==> config.mk <==
export PLATFORM = sky130hd
export DESIGN_NAME = delta_frame_run_decoder_core
export DESIGN_NICKNAME = d
export VERILOG_FILES = /design/src/rtl/dfrd_pkg.sv /design/src/rtl/dfrd_parser.sv /design/src/rtl/delta_frame_run_decoder_core.sv
export VERILOG_INCLUDE_DIRS = /design/src /design/src/rtl
export SDC_FILE = /design/constraint.sdc
export NUM_CORES = 1
export LEC_CHECK = 0
export CORE_MARGIN = 10
export CORE_UTILIZATION = 50
export CTS_BUF_LIST = sky130_fd_sc_hd__clkbuf_8
export DETAILED_ROUTE_END_ITERATION = 10
export DONT_BUFFER_PORTS = 1
export SLEW_MARGIN = 10
export SYNTH_ARGS = -nofsm -noshare
export SYNTH_HDL_FRONTEND = slang
export SYNTH_SLANG_ARGS = --single-unit
==> constraint.sdc <==
create_clock -name clk -period 9.3 [get_ports clk]
set_input_delay 0 -clock clk [delete_from_list [all_inputs] [get_ports clk]]
set_output_delay 0 -clock clk [all_outputs]
set_load 0.01 [all_outputs]
==> src/rtl/delta_frame_run_decoder_core_defines.svh <==
// Assertion macros shared by the delta-frame run decoder RTL.
// Included by files that carry concurrent assertions; no other dependencies.
`ifndef DELTA_FRAME_RUN_DECODER_CORE_DEFINES_SVH
`define DELTA_FRAME_RUN_DECODER_CORE_DEFINES_SVH

`ifndef SYNTHESIS
// Checked at every edge outside reset.
`define DFRD_ASSERT_CLK(lbl, clk, rst_n, prop) \
  lbl: assert property (@(posedge clk) disable iff (!rst_n) prop) \
    else $error("assertion failed");
// Checked at every edge, during reset too.
`define DFRD_ASSERT_ANY(lbl, clk, prop) \
  lbl: assert property (@(posedge clk) prop) else $error("assertion failed");
`else
`define DFRD_ASSERT_CLK(lbl, clk, rst_n, prop)
`define DFRD_ASSERT_ANY(lbl, clk, prop)
`endif

`endif

==> src/rtl/dfrd_pkg.sv <==
// Opcode constants and the result type of the delta-frame run decoder.
// No dependencies; used by dfrd_parser and delta_frame_run_decoder_core.
package dfrd_pkg;

  localparam logic [7:0] OP_END0       = 8'h00;
  localparam logic [7:0] OP_END1       = 8'h13;
  localparam logic [7:0] OP_SKIP1      = 8'h02;
  localparam logic [7:0] OP_SKIP_B     = 8'h03;
  localparam logic [7:0] OP_SKIP_W     = 8'h04;
  localparam logic [7:0] OP_LIT_FIRST  = 8'h06;
  localparam logic [7:0] OP_LIT_LAST   = 8'h0a;
  localparam logic [7:0] OP_LIT_B      = 8'h0b;
  localparam logic [7:0] OP_LIT_W      = 8'h0c;
  localparam logic [7:0] OP_FILL_FIRST = 8'h0d;
  localparam logic [7:0] OP_FILL_LAST  = 8'h10;
  localparam logic [7:0] OP_FILL_B     = 8'h11;
  localparam logic [7:0] OP_FILL_W     = 8'h12;

  // Pair count of a short literal group is opcode minus LIT_BIAS, of a fill
  // code opcode minus FILL_BIAS.
  localparam logic [7:0] LIT_BIAS      = 8'h05;
  localparam logic [7:0] FILL_BIAS     = 8'h0d - 8'h02;

  localparam int TDATA_W = 48;

  typedef struct packed {
    logic        kind;
    logic [15:0] pixel_index;
    logic [14:0] pair_count;
    logic [7:0]  first_pixel;
    logic [7:0]  second_pixel;
    logic        clipped;
  } result_t;

endpackage

==> src/rtl/dfrd_parser.sv <==
// Byte parser and position tracker of the delta-frame run decoder.
// Depends on dfrd_pkg and delta_frame_run_decoder_core_defines.svh.
`include "delta_frame_run_decoder_core_defines.svh"

module dfrd_parser #(
  parameter int FRAME_WIDTH  = 320,
  parameter int FRAME_HEIGHT = 200
) (
  input  logic              clk,
  input  logic              rst_n,
  input  logic              en,
  input  logic [7:0]        stream_byte,
  input  logic              frame_start,
  output logic              res_valid,
  output dfrd_pkg::result_t res
);

  localparam int FrameSize = FRAME_WIDTH * FRAME_HEIGHT;
  localparam int PW = $clog2(FrameSize + 1);
  localparam int CW = (PW > 18) ? PW : 18;
  localparam logic [CW-1:0] SizeC = CW'(FrameSize);

  typedef enum logic [2:0] {
    PH_OPCODE,
    PH_COUNT_LO,
    PH_COUNT_HI,
    PH_PIX_A,
    PH_PIX_B
  } phase_t;

  phase_t        phase_r, phase_nxt, cur_phase;
  logic [4:0]    opcode_r, opcode_nxt, cur_opcode;
  logic [7:0]    cnt_lo_r, cnt_lo_nxt, cur_cnt_lo;
  logic [16:0]   run_r, run_nxt, cur_run;
  logic [7:0]    held_r, held_nxt, cur_held;
  logic [PW-1:0] pos_r, pos_nxt, cur_pos;
  // Room left to the frame end, kept beside the position so that the
  // saturation test is a single compare.
  logic [PW-1:0] room_r, room_nxt, cur_room;
  logic          ended_r, ended_nxt, cur_ended;

  logic [7:0]    op8;
  logic          is_literal;
  logic [16:0]   byte_plus1;
  logic [16:0]   word_plus1;
  logic [16:0]   run_dec;

  logic          adv_en;
  logic [16:0]   adv_pairs;
  logic [CW-1:0] two_p;
  logic [CW-1:0] pos_c;
  logic [CW-1:0] room_c;
  logic          sat;
  logic [PW-1:0] pos_adv;
  logic [PW-1:0] room_adv;

  logic [16:0]   wr_pairs;
  logic [CW-1:0] avail;
  logic [CW-1:0] wp;
  logic          short_run;
  logic [CW-1:0] take;
  logic          end_hit;

  // A frame start clears the parser before its byte is parsed.
  always_comb begin
    if (frame_start) begin
      cur_phase  = PH_OPCODE;
      cur_opcode = '0;
      cur_cnt_lo = '0;
      cur_run    = '0;
      cur_held   = '0;
      cur_pos    = '0;
      cur_room   = PW'(FrameSize);
      cur_ended  = 1'b0;
    end else begin
      cur_phase  = phase_r;
      cur_opcode = opcode_r;
      cur_cnt_lo = cnt_lo_r;
      cur_run    = run_r;
      cur_held   = held_r;
      cur_pos    = pos_r;
      cur_room   = room_r;
      cur_ended  = ended_r;
    end
  end

  assign op8        = {3'b000, cur_opcode};
  assign is_literal = op8 inside {[dfrd_pkg::OP_LIT_FIRST:dfrd_pkg::OP_LIT_W]};
  assign byte_plus1 = 17'(stream_byte) + 17'd1;
  assign word_plus1 = 17'({stream_byte, cur_cnt_lo}) + 17'd1;
  assign run_dec    = cur_run - 17'd1;

  always_comb begin
    phase_nxt  = cur_phase;
    opcode_nxt = cur_opcode;
    cnt_lo_nxt = cur_cnt_lo;
    run_nxt    = cur_run;
    held_nxt   = cur_held;
    ended_nxt  = cur_ended;
    adv_en     = 1'b0;
    adv_pairs  = '0;
    wr_pairs   = '0;
    res_valid  = 1'b0;
    end_hit    = 1'b0;
    if (!cur_ended) begin
      case (cur_phase)
        PH_COUNT_LO: begin
          cnt_lo_nxt = stream_byte;
          if (op8 == dfrd_pkg::OP_SKIP_B) begin
            adv_en    = 1'b1;
            adv_pairs = byte_plus1;
            phase_nxt = PH_OPCODE;
          end else if (op8 inside {dfrd_pkg::OP_LIT_B, dfrd_pkg::OP_FILL_B}) begin
            run_nxt   = byte_plus1;
            phase_nxt = PH_PIX_A;
          end else begin
            phase_nxt = PH_COUNT_HI;
          end
        end
        PH_COUNT_HI: begin
          if (op8 == dfrd_pkg::OP_SKIP_W) begin
            adv_en    = 1'b1;
            adv_pairs = word_plus1;
            phase_nxt = PH_OPCODE;
          end else begin
            run_nxt   = word_plus1;
            phase_nxt = PH_PIX_A;
          end
        end
        PH_PIX_A: begin
          held_nxt  = stream_byte;
          phase_nxt = PH_PIX_B;
        end
        PH_PIX_B: begin
          res_valid = 1'b1;
          adv_en    = 1'b1;
          if (is_literal) begin
            wr_pairs  = 17'd1;
            run_nxt   = run_dec;
            phase_nxt = (run_dec != '0) ? PH_PIX_A : PH_OPCODE;
          end else begin
            wr_pairs  = cur_run;
            run_nxt   = '0;
            phase_nxt = PH_OPCODE;
          end
          adv_pairs = wr_pairs;
        end
        default: begin
          phase_nxt = PH_OPCODE;
          if (stream_byte inside {dfrd_pkg::OP_END0, dfrd_pkg::OP_END1}) begin
            opcode_nxt = stream_byte[4:0];
            ended_nxt  = 1'b1;
            res_valid  = 1'b1;
            end_hit    = 1'b1;
          end else if (stream_byte == dfrd_pkg::OP_SKIP1) begin
            opcode_nxt = stream_byte[4:0];
            adv_en     = 1'b1;
            adv_pairs  = 17'd1;
          end else if (stream_byte inside {dfrd_pkg::OP_SKIP_B, dfrd_pkg::OP_SKIP_W,
                                           dfrd_pkg::OP_LIT_B, dfrd_pkg::OP_LIT_W,
                                           dfrd_pkg::OP_FILL_B, dfrd_pkg::OP_FILL_W}) begin
            opcode_nxt = stream_byte[4:0];
            phase_nxt  = PH_COUNT_LO;
          end else if (stream_byte inside
                       {[dfrd_pkg::OP_LIT_FIRST:dfrd_pkg::OP_LIT_LAST]}) begin
            opcode_nxt = stream_byte[4:0];
            run_nxt    = 17'(stream_byte - dfrd_pkg::LIT_BIAS);
            phase_nxt  = PH_PIX_A;
          end else if (stream_byte inside
                       {[dfrd_pkg::OP_FILL_FIRST:dfrd_pkg::OP_FILL_LAST]}) begin
            opcode_nxt = stream_byte[4:0];
            run_nxt    = 17'(stream_byte - dfrd_pkg::FILL_BIAS);
            phase_nxt  = PH_PIX_A;
          end
        end
      endcase
    end
  end

  // Position advance, saturating at the frame end.
  assign pos_c    = CW'(cur_pos);
  assign room_c   = CW'(cur_room);
  assign two_p    = CW'({adv_pairs, 1'b0});
  assign sat      = (two_p >= room_c);
  assign pos_adv  = sat ? SizeC[PW-1:0] : PW'(pos_c + two_p);
  assign room_adv = sat ? '0 : PW'(room_c - two_p);
  assign pos_nxt  = adv_en ? pos_adv : cur_pos;
  assign room_nxt = adv_en ? room_adv : cur_room;

  // Only pairs with both pixels inside the frame are written.
  assign avail     = room_c >> 1;
  assign wp        = CW'(wr_pairs);
  assign short_run = (avail < wp);
  assign take      = short_run ? avail : wp;

  always_comb begin
    res.kind         = end_hit;
    res.pixel_index  = pos_c[15:0];
    res.pair_count   = end_hit ? '0 : take[14:0];
    res.first_pixel  = end_hit ? '0 : cur_held;
    res.second_pixel = end_hit ? '0 : stream_byte;
    res.clipped      = end_hit ? 1'b0 : short_run;
  end

  always_ff @(posedge clk) begin
    if (!rst_n) begin
      phase_r  <= PH_OPCODE;
      opcode_r <= '0;
      cnt_lo_r <= '0;
      run_r    <= '0;
      held_r   <= '0;
      pos_r    <= '0;
      room_r   <= PW'(FrameSize);
      ended_r  <= 1'b0;
    end else if (en) begin
      phase_r  <= phase_nxt;
      opcode_r <= opcode_nxt;
      cnt_lo_r <= cnt_lo_nxt;
      run_r    <= run_nxt;
      held_r   <= held_nxt;
      pos_r    <= pos_nxt;
      room_r   <= room_nxt;
      ended_r  <= ended_nxt;
    end
  end

  `DFRD_ASSERT_CLK(a_pos_room_sum, clk, rst_n, (CW'(pos_r) + CW'(room_r)) == SizeC)
  `DFRD_ASSERT_CLK(a_pos_bound, clk, rst_n, CW'(pos_r) <= SizeC)
  `DFRD_ASSERT_CLK(a_ended_idle, clk, rst_n, ended_r |-> (phase_r == PH_OPCODE))

endmodule

==> src/rtl/delta_frame_run_decoder_core.sv <==
// Delta-frame run decoder: turns an encoded byte stream into framebuffer
// write commands (literal pairs and filled runs) and an end-of-frame mark.
// Usage: bytes enter on the in_ channel, one transaction per byte; set
// in_tuser on the first byte of a frame to restart position and parser.
// Each byte yields zero or one transaction on the out_ channel: a write
// command (out_tuser 0) or the end of the frame (out_tuser 1); after the
// end mark, bytes are swallowed until the next frame start.
// Throughput: one byte per cycle while out_tready is high. A byte is held in
// the input register until processed, and its result then goes into the
// output register; the parse, the position advance and the run clip are
// one compare-and-add pass between those two registers.
// Receiver stall: while a result waits in the output register, the byte in
// the input register is held and in_tready drops once that register is full.
// Reset (rst_n low, synchronous): both registers empty, position zero,
// parser waiting for an opcode.
// Depends on dfrd_pkg, dfrd_parser and delta_frame_run_decoder_core_defines.svh.
`include "delta_frame_run_decoder_core_defines.svh"

module delta_frame_run_decoder_core #(
  parameter int FRAME_WIDTH  = 320,
  parameter int FRAME_HEIGHT = 200
) (
  input  logic                         clk,
  input  logic                         rst_n,
  input  logic                         in_tvalid,
  output logic                         in_tready,
  input  logic [7:0]                   in_tdata,   // [7:0] stream_byte
  input  logic [0:0]                   in_tuser,   // [0] frame_start
  output logic                         out_tvalid,
  input  logic                         out_tready,
  // [15:0] pixel_index, [30:16] pair_count, [38:31] first_pixel,
  // [46:39] second_pixel, [47] clipped
  output logic [dfrd_pkg::TDATA_W-1:0] out_tdata,
  output logic [0:0]                   out_tuser   // [0] kind
);

  logic              in_v_r;
  logic [7:0]        in_byte_r;
  logic              in_start_r;
  logic              out_v_r;
  logic [dfrd_pkg::TDATA_W-1:0] out_data_r, out_data_nxt;
  logic              out_kind_r;
  logic              proc_en;
  logic              res_valid;
  dfrd_pkg::result_t res;

  assign proc_en   = in_v_r && (!out_v_r || out_tready);
  assign in_tready = !in_v_r || proc_en;

  dfrd_parser #(
    .FRAME_WIDTH (FRAME_WIDTH),
    .FRAME_HEIGHT(FRAME_HEIGHT)
  ) u_parser (
    .clk        (clk),
    .rst_n      (rst_n),
    .en         (proc_en),
    .stream_byte(in_byte_r),
    .frame_start(in_start_r),
    .res_valid  (res_valid),
    .res        (res)
  );

  assign out_data_nxt = {res.clipped, res.second_pixel, res.first_pixel,
                         res.pair_count, res.pixel_index};

  always_ff @(posedge clk) begin
    if (!rst_n) begin
      in_v_r  <= 1'b0;
      out_v_r <= 1'b0;
    end else begin
      if (in_tready) begin
        in_v_r <= in_tvalid;
      end
      if (proc_en && res_valid) begin
        out_v_r <= 1'b1;
      end else if (out_tready) begin
        out_v_r <= 1'b0;
      end
    end
  end

  always_ff @(posedge clk) begin
    if (in_tvalid && in_tready) begin
      in_byte_r  <= in_tdata;
      in_start_r <= in_tuser[0];
    end
    if (proc_en && res_valid) begin
      out_data_r <= out_data_nxt;
      out_kind_r <= res.kind;
    end
  end

  assign out_tvalid   = out_v_r;
  assign out_tdata    = out_data_r;
  assign out_tuser[0] = out_kind_r;

  `DFRD_ASSERT_ANY(a_stall_has_item, clk, !in_tready |-> in_v_r)
  `DFRD_ASSERT_CLK(a_accept_fills, clk, rst_n, (in_tvalid && in_tready) |=> in_v_r)
  `DFRD_ASSERT_CLK(a_end_mark_empty, clk, rst_n,
    (out_tvalid && out_tuser[0]) |-> ((out_tdata[30:16] == 15'd0) && !out_tdata[47]))

endmodule
Yosys cells after proc, flatten, opt, wreduce, memory -nomap -nowiden
Index checks and enable logic that the tools add are counted.
Operators by class
  $add $sub $neg: 7
  order comparisons: 8
  equal/unequal tests: 16
  mux-type cells: 70
  reduce and logical (&&, ||, !) cells: 18
Operator list (count)
  $mux W17: 18
  $pmux W17 S4: 2
  $mux W16: 6
  $mux W8: 6
  $mux W5: 8
  $eq A8 B5 Y1 const B: 3
  $mux W3: 8
  $ge A18 B16 Y1: 1
  $add A16 B1 Y17 const B: 1
  $lt A15 B17 Y1: 1
  $reduce_bool A17 Y1: 1
  $sub A17 B1 Y17 const B: 1
  $add A16 B16 Y16: 1
  $eq A8 B2 Y1 const B: 2
  $eq A8 B4 Y1 const B: 2
  $sub A16 B16 Y16: 1
  $mux W1: 15
  $mux W15: 1
  $pmux W3 S4: 1
  $add A8 B1 Y9 const B: 1
  $sub A8 B3 Y9 const B: 1
  $sub A8 B4 Y9 const B: 1
  $eq A8 B3 Y1 const B: 1
  $ge A8 B3 Y1 const B: 1
  23 further kinds: 35
Storage, ports and cells
  flip-flop bits (word level): 134
  input port bits: 13
  output and inout bits: 51
  word-level logic and storage cells: 134

Logic depth before layout (Yosys ltp)
  word-level depth: 9
  gate-level depth with buffers: 26

By module
A second synthesis with hierarchy kept.
Second synthesis, totals
  cells, all modules: 1172
  area, all modules: 9701.8 um2
Modules (own cells, without submodules)
  dfrd_parser: instances 1, cells each 1101, area each 7847.5 um2, sequential area each 1481.4 um2
  delta_frame_run_decoder_core: instances 1, cells each 71, area each 1854.3 um2, sequential area each 1781.7 um2

Worst setup path before layout
OpenSTA, ideal clock, no wires.
  path type: reg2reg
  from: reg in_start_r
  to: reg u_parser.pos_r[6]
  arrival time: 5.401 ns
  required time: 9.199 ns
  setup slack: 3.798 ns
  stages on the path, launching flop included: 26
  buffers on the path: 9
  cells stage by stage: edfxtp_1 -> clkbuf_1 -> clkbuf_1 -> clkbuf_1 -> clkbuf_1 -> clkbuf_1 -> clkbuf_1 -> clkbuf_1 -> nor2b_1 -> ha_1 -> nand2_1 -> nor3_1 -> nand2_1 -> xnor2_1 -> nor2_1 -> o21ai_0 -> ha_1 -> clkbuf_1 -> a21o_1 -> a21oi_1 -> nor2b_1 -> o311a_1 -> nor4_4 -> nand2_2 -> buf_2 -> o41ai_1
On the way
  longest elaborated chain between the ends: 9
  elaborated cells between the ends (all ways): 30
RTL lines
  start: declaration: line delta_frame_run_decoder_core.sv:39  | logic in_start_r;
  start signal: assignment: line delta_frame_run_decoder_core.sv:85  | in_start_r <= in_tuser[0];
  branches (longest 8 deep; another with $add A16 B1 Y17)
  $mux W16 *: line dfrd_parser.sv:187  | assign pos_nxt = adv_en ? pos_adv : cur_pos;
  end signal: assignment: line dfrd_parser.sv:221  | pos_r <= pos_nxt;
  end: declaration: line dfrd_parser.sv:36  | logic [PW-1:0] pos_r, pos_nxt, cur_pos;
Every way passes the cells marked *.
A chain may end at the register's enable or synchronous reset.

Worst setup path after layout
  from: reg in_start_r
  to: reg u_parser.room_r[4]
On the way
  longest elaborated chain between the ends: 9
  elaborated cells between the ends (all ways): 29
RTL lines
  branches (longest 8 deep; another with $add A16 B1 Y17)
  $mux W16 *: line dfrd_parser.sv:188  | assign room_nxt = adv_en ? room_adv : cur_room;
  end signal: assignment: line dfrd_parser.sv:213  | room_r <= PW'(FrameSize);
  end signal: assignment: line dfrd_parser.sv:222  | room_r <= room_nxt;
  end: declaration: line dfrd_parser.sv:39  | logic [PW-1:0] room_r, room_nxt, cur_room;
Marked as above.

==> summary.md <==
| Metric | Value |
|---|---|
| RR Endpoint | `u_parser.room_r[4]` |
| Top_reg_cell synth | `dfxtp_1` |
| I/O Buffers | `0` |
| # diodes | `0` |
| Htree depth | `4` |
| Final hold vios | `0` |
| Post-Synthesis Cell Area | `a little under 10000 um^2` |
| Slew Limit Fails | `0` |
| Worst Hold Path EP | `u_parser.pos_r[6]` |
| Post-synth top area share | `0.181` |
| Vias per Instance | `around 6.3` |
| Hold depth | `3` |
| Skew-Pair Late Insertion Delay | `between 0.4 and 0.5 ns` |
| Final setup vio count | `0` |
| RR Startpoint | `in_start_r` |
| Power density cells | `~130 nW/um^2` |
| R2R Setup Slk | `about 3.4 ns` |
| Die Y | `roughly 160 um` |
| RSZ-0062 raised after global routing | `false` |
| Rows | `50` |
| Maximum clock path buffer count | `2` |
| Syn_nets | `between 1000 and 1500` |
| Async SR Flop Fraction | `0` |
| Post-synth cell types | `between 70 and 80` |
| Global route overflow | `0` |
| Run status | `completed` |
| Worst slew pin tran | `1.15 ns` |
| FF+latch count, synth | `between 100 and 150` |
| Fmax | `between 150 and 200 MHz` |
| Most common cell in the netlist | `nand2_1` |
| Detailed Route WL | `31.7 mm` |
| Crit-path cells | `buf_4, nor2b_1, ha_1, nand2_1, nor3_1, nand2_1, xnor2_1, nor2_1, o21ai_0, ha_1, a21o_1, a21oi_1, nor2b_1, o311a_1, nor4_4, nand2_2, nor2_2, a32o_1` |
| Crit path capture type | `flip-flop` |
| Clock net sink count | `134` |
| Post-route minimum period | `5.92 ns` |
| Area contributors post-synth | `edfxtp_1 (18%), dfxtp_1 (16%), ha_1 (8.3%)` |
| R2R depth | `18` |
| Sequential share of the synthesized area | `0.339` |
| Fin crit share | `0.637` |
| CP delay by family, top | `simple AND/OR/NAND/NOR gates` |
| Post-synth EDFFs | `58` |
| DR DRC count | `0` |
| # hold bufs at CTS | `14` |
| CTS Root Cell | `clkbuf_8` |
| I/O pin cnt | `64` |
| Syn_area_per_cell | `8.27 um^2` |
| Hold Path Class | `input pin to flip-flop` |
| Postcts setup bufs | `0` |
| Synth warn | `0` |
| Wirelength per Cell | `around 23 um` |
| Overall routing resource usage | `0.242` |
| Post-CTS sizing | `0` |
| Die Wd | `approximately 160 um` |
| # Max-Cap Violations | `0` |
| Vias in the first global route | `8052` |
| Pin count of the biggest net entering global routing | `55` |
| TritonCTS Buffers | `17` |
| CP peak stage delay | `approximately 0.75 ns` |
| CP Launch Type | `flip-flop` |
| ANT nets after route | `0` |
| Worst EP required | `~9.7 ns` |
| Die area | `between 20000 and 30000 um^2` |
| Gpl congestion | `1.01` |
| Cell taking the most area after synthesis | `edfxtp_1` |
| Post-Synthesis Cells | `~1200` |
| Worst Skew | `0.0149 ns` |
| Worst Path Max Fanout | `47` |
| Leak Pwr | `slightly below 4 nW` |
| CTS tree | `done` |
| Fraction of layout cells with a size suffix above 1 | `0.0560` |
| Slowest CP cell | `edfxtp_1` |
| Setup TNS | `0 ns` |
| CP Data Arrival Time | `around 6.3 ns` |
| Initial Utilization | `0.511` |
| DP Wirelength | `~23 mm` |
| Final worst setup slack | `3.38 ns` |
| Layout filler cell count | `approximately 1800` |
| WS Path Type | `flip-flop to flip-flop` |
| Pre-Repair DR Iteration Count | `5` |
| Worst slack at placement | `~3.5 ns` |
| Routed vias | `about 9000` |
| Synth cell count leaders | `nand2_1 (101), o21ai_0 (89), nor2_1 (81)` |
| Clk pin slew, worst setup/hold paths | `0.08 ns` |
| First-pass GRT wire length | `around 49 mm` |
| Core outline area | `between 15000 and 20000 um^2` |
| Slew Limit Headroom | `0.231` |
| Bufs and invs on worst path | `1` |
| Total Nets Final | `about 1200` |
| Hold Path Origin | `rst_n` |
| 1st-iter DRT viols | `roughly 980` |
| Initial antenna violation count | `0` |
| Area delta synth->final | `7.72%` |
| Peak VDD IR | `slightly below 0.1 mV` |
sequential cells by signal, summed over array words and instances (netlist names), 3 cells and up:
register / cells
out_tdata: 48
in_byte_r: 8
u_parser.opcode_r: 5
u_parser.cnt_lo_r: 8
u_parser.held_r: 8
u_parser.phase_r: 3
u_parser.room_r: 16
u_parser.run_r: 17
u_parser.pos_r: 16
how the worst max path moves through the flow:
stage,start,endpoint,cells past startpoint
after detailed placement,in_start_r,u_parser.pos_r[3],18
final,in_start_r,u_parser.room_r[4],18
after floorplan,in_start_r,u_parser.pos_r[6],25
after global placement,in_start_r,u_parser.room_r[4],18
after CTS,in_start_r,u_parser.room_r[4],18
after global routing,in_start_r,u_parser.pos_r[3],18
layer usage:
layer | vias up | routed length [um] | track usage
met5 | - | 0 | 0
met4 | 0 | 1020 | 0.0927
met3 | 61 | 2890 | 0.0591
met2 | 397 | 13200 | 0.341
met1 | 4217 | 14600 | 0.346
li1 | 4173 | - | -
through the flow:
stage                     utilization  std cells  instance area, um^2  power (mW)  hold slack (ns)
after CTS                       0.550       1402                10400        1.38           0.0112
final                           0.550       1402                10400        1.37           0.0227
after global routing            0.550       1402                10400        1.42           0.0445
after floorplan                     -       1163                 9620       0.755           0.0989
after global placement          0.518       1356                 9760       0.798           0.0922
after detailed placement        0.518       1356                 9760       0.798           0.0949
cells by family (layout without fill, tap and decap cells):
logic type / count (synthesis) / after routing / synth area share
flip-flops: 134 / 134 / 0.339
AO/OA/AOI/OAI: 353 / 353 / 0.245
adder cells (fa/ha/maj): 66 / 66 / 0.0874
XOR/XNOR: 42 / 42 / 0.0382
buffers and inverters: 128 / 107 / 0.0514
multiplexers: 5 / 5 / 0.00520
AND/OR/NAND/NOR: 435 / 435 / 0.234
layout make-up:
class                           instances  area (um^2)  share of cell area
Multi-Input combinational cell        901         5900               0.569
Sequential cell                       134         3260               0.315
Tap cell                              260          325              0.0314
Clock buffer                           18          248              0.0239
Timing Repair Buffer                   26          240              0.0232
Clock inverter                         14          208              0.0200
Inverter                               49          184              0.0177
worst reg2reg max path, delay by kind of cell (launching register included):
| kind | cells | cell delay [ns] |
|---|---|---|
| buf+inv | 1 | 0.45 |
| compound gates | 5 | 1.24 |
| xor+xnor | 1 | 0.27 |
| fa+ha+maj | 2 | 0.62 |
| simple gates | 9 | 2.52 |
| flops | 1 | 0.75 |
placed cells by master (no fill, tap or decap), drive strengths merged, types with 27 or more instances in the layout:
cell    instances
edfxtp         58
o21ai          94
ha             64
nor2           82
a22oi          28
dfxtp          76
nor2b          67
inv            51
nand2b         33
nand3          36
nor3           27
nand2         102
a21oi          57
report_power, final:
group	total [mW]	leakage, nW	internal, mW	switching (mW)
clock	0.575	0.226	0.324	0.250
combinational	0.158	2.62	0.0547	0.103
sequential	0.642	1.10	0.619	0.0224
total	1.37	3.95	0.998	0.375
No activity file was read; power rests on OpenSTA's default activity.
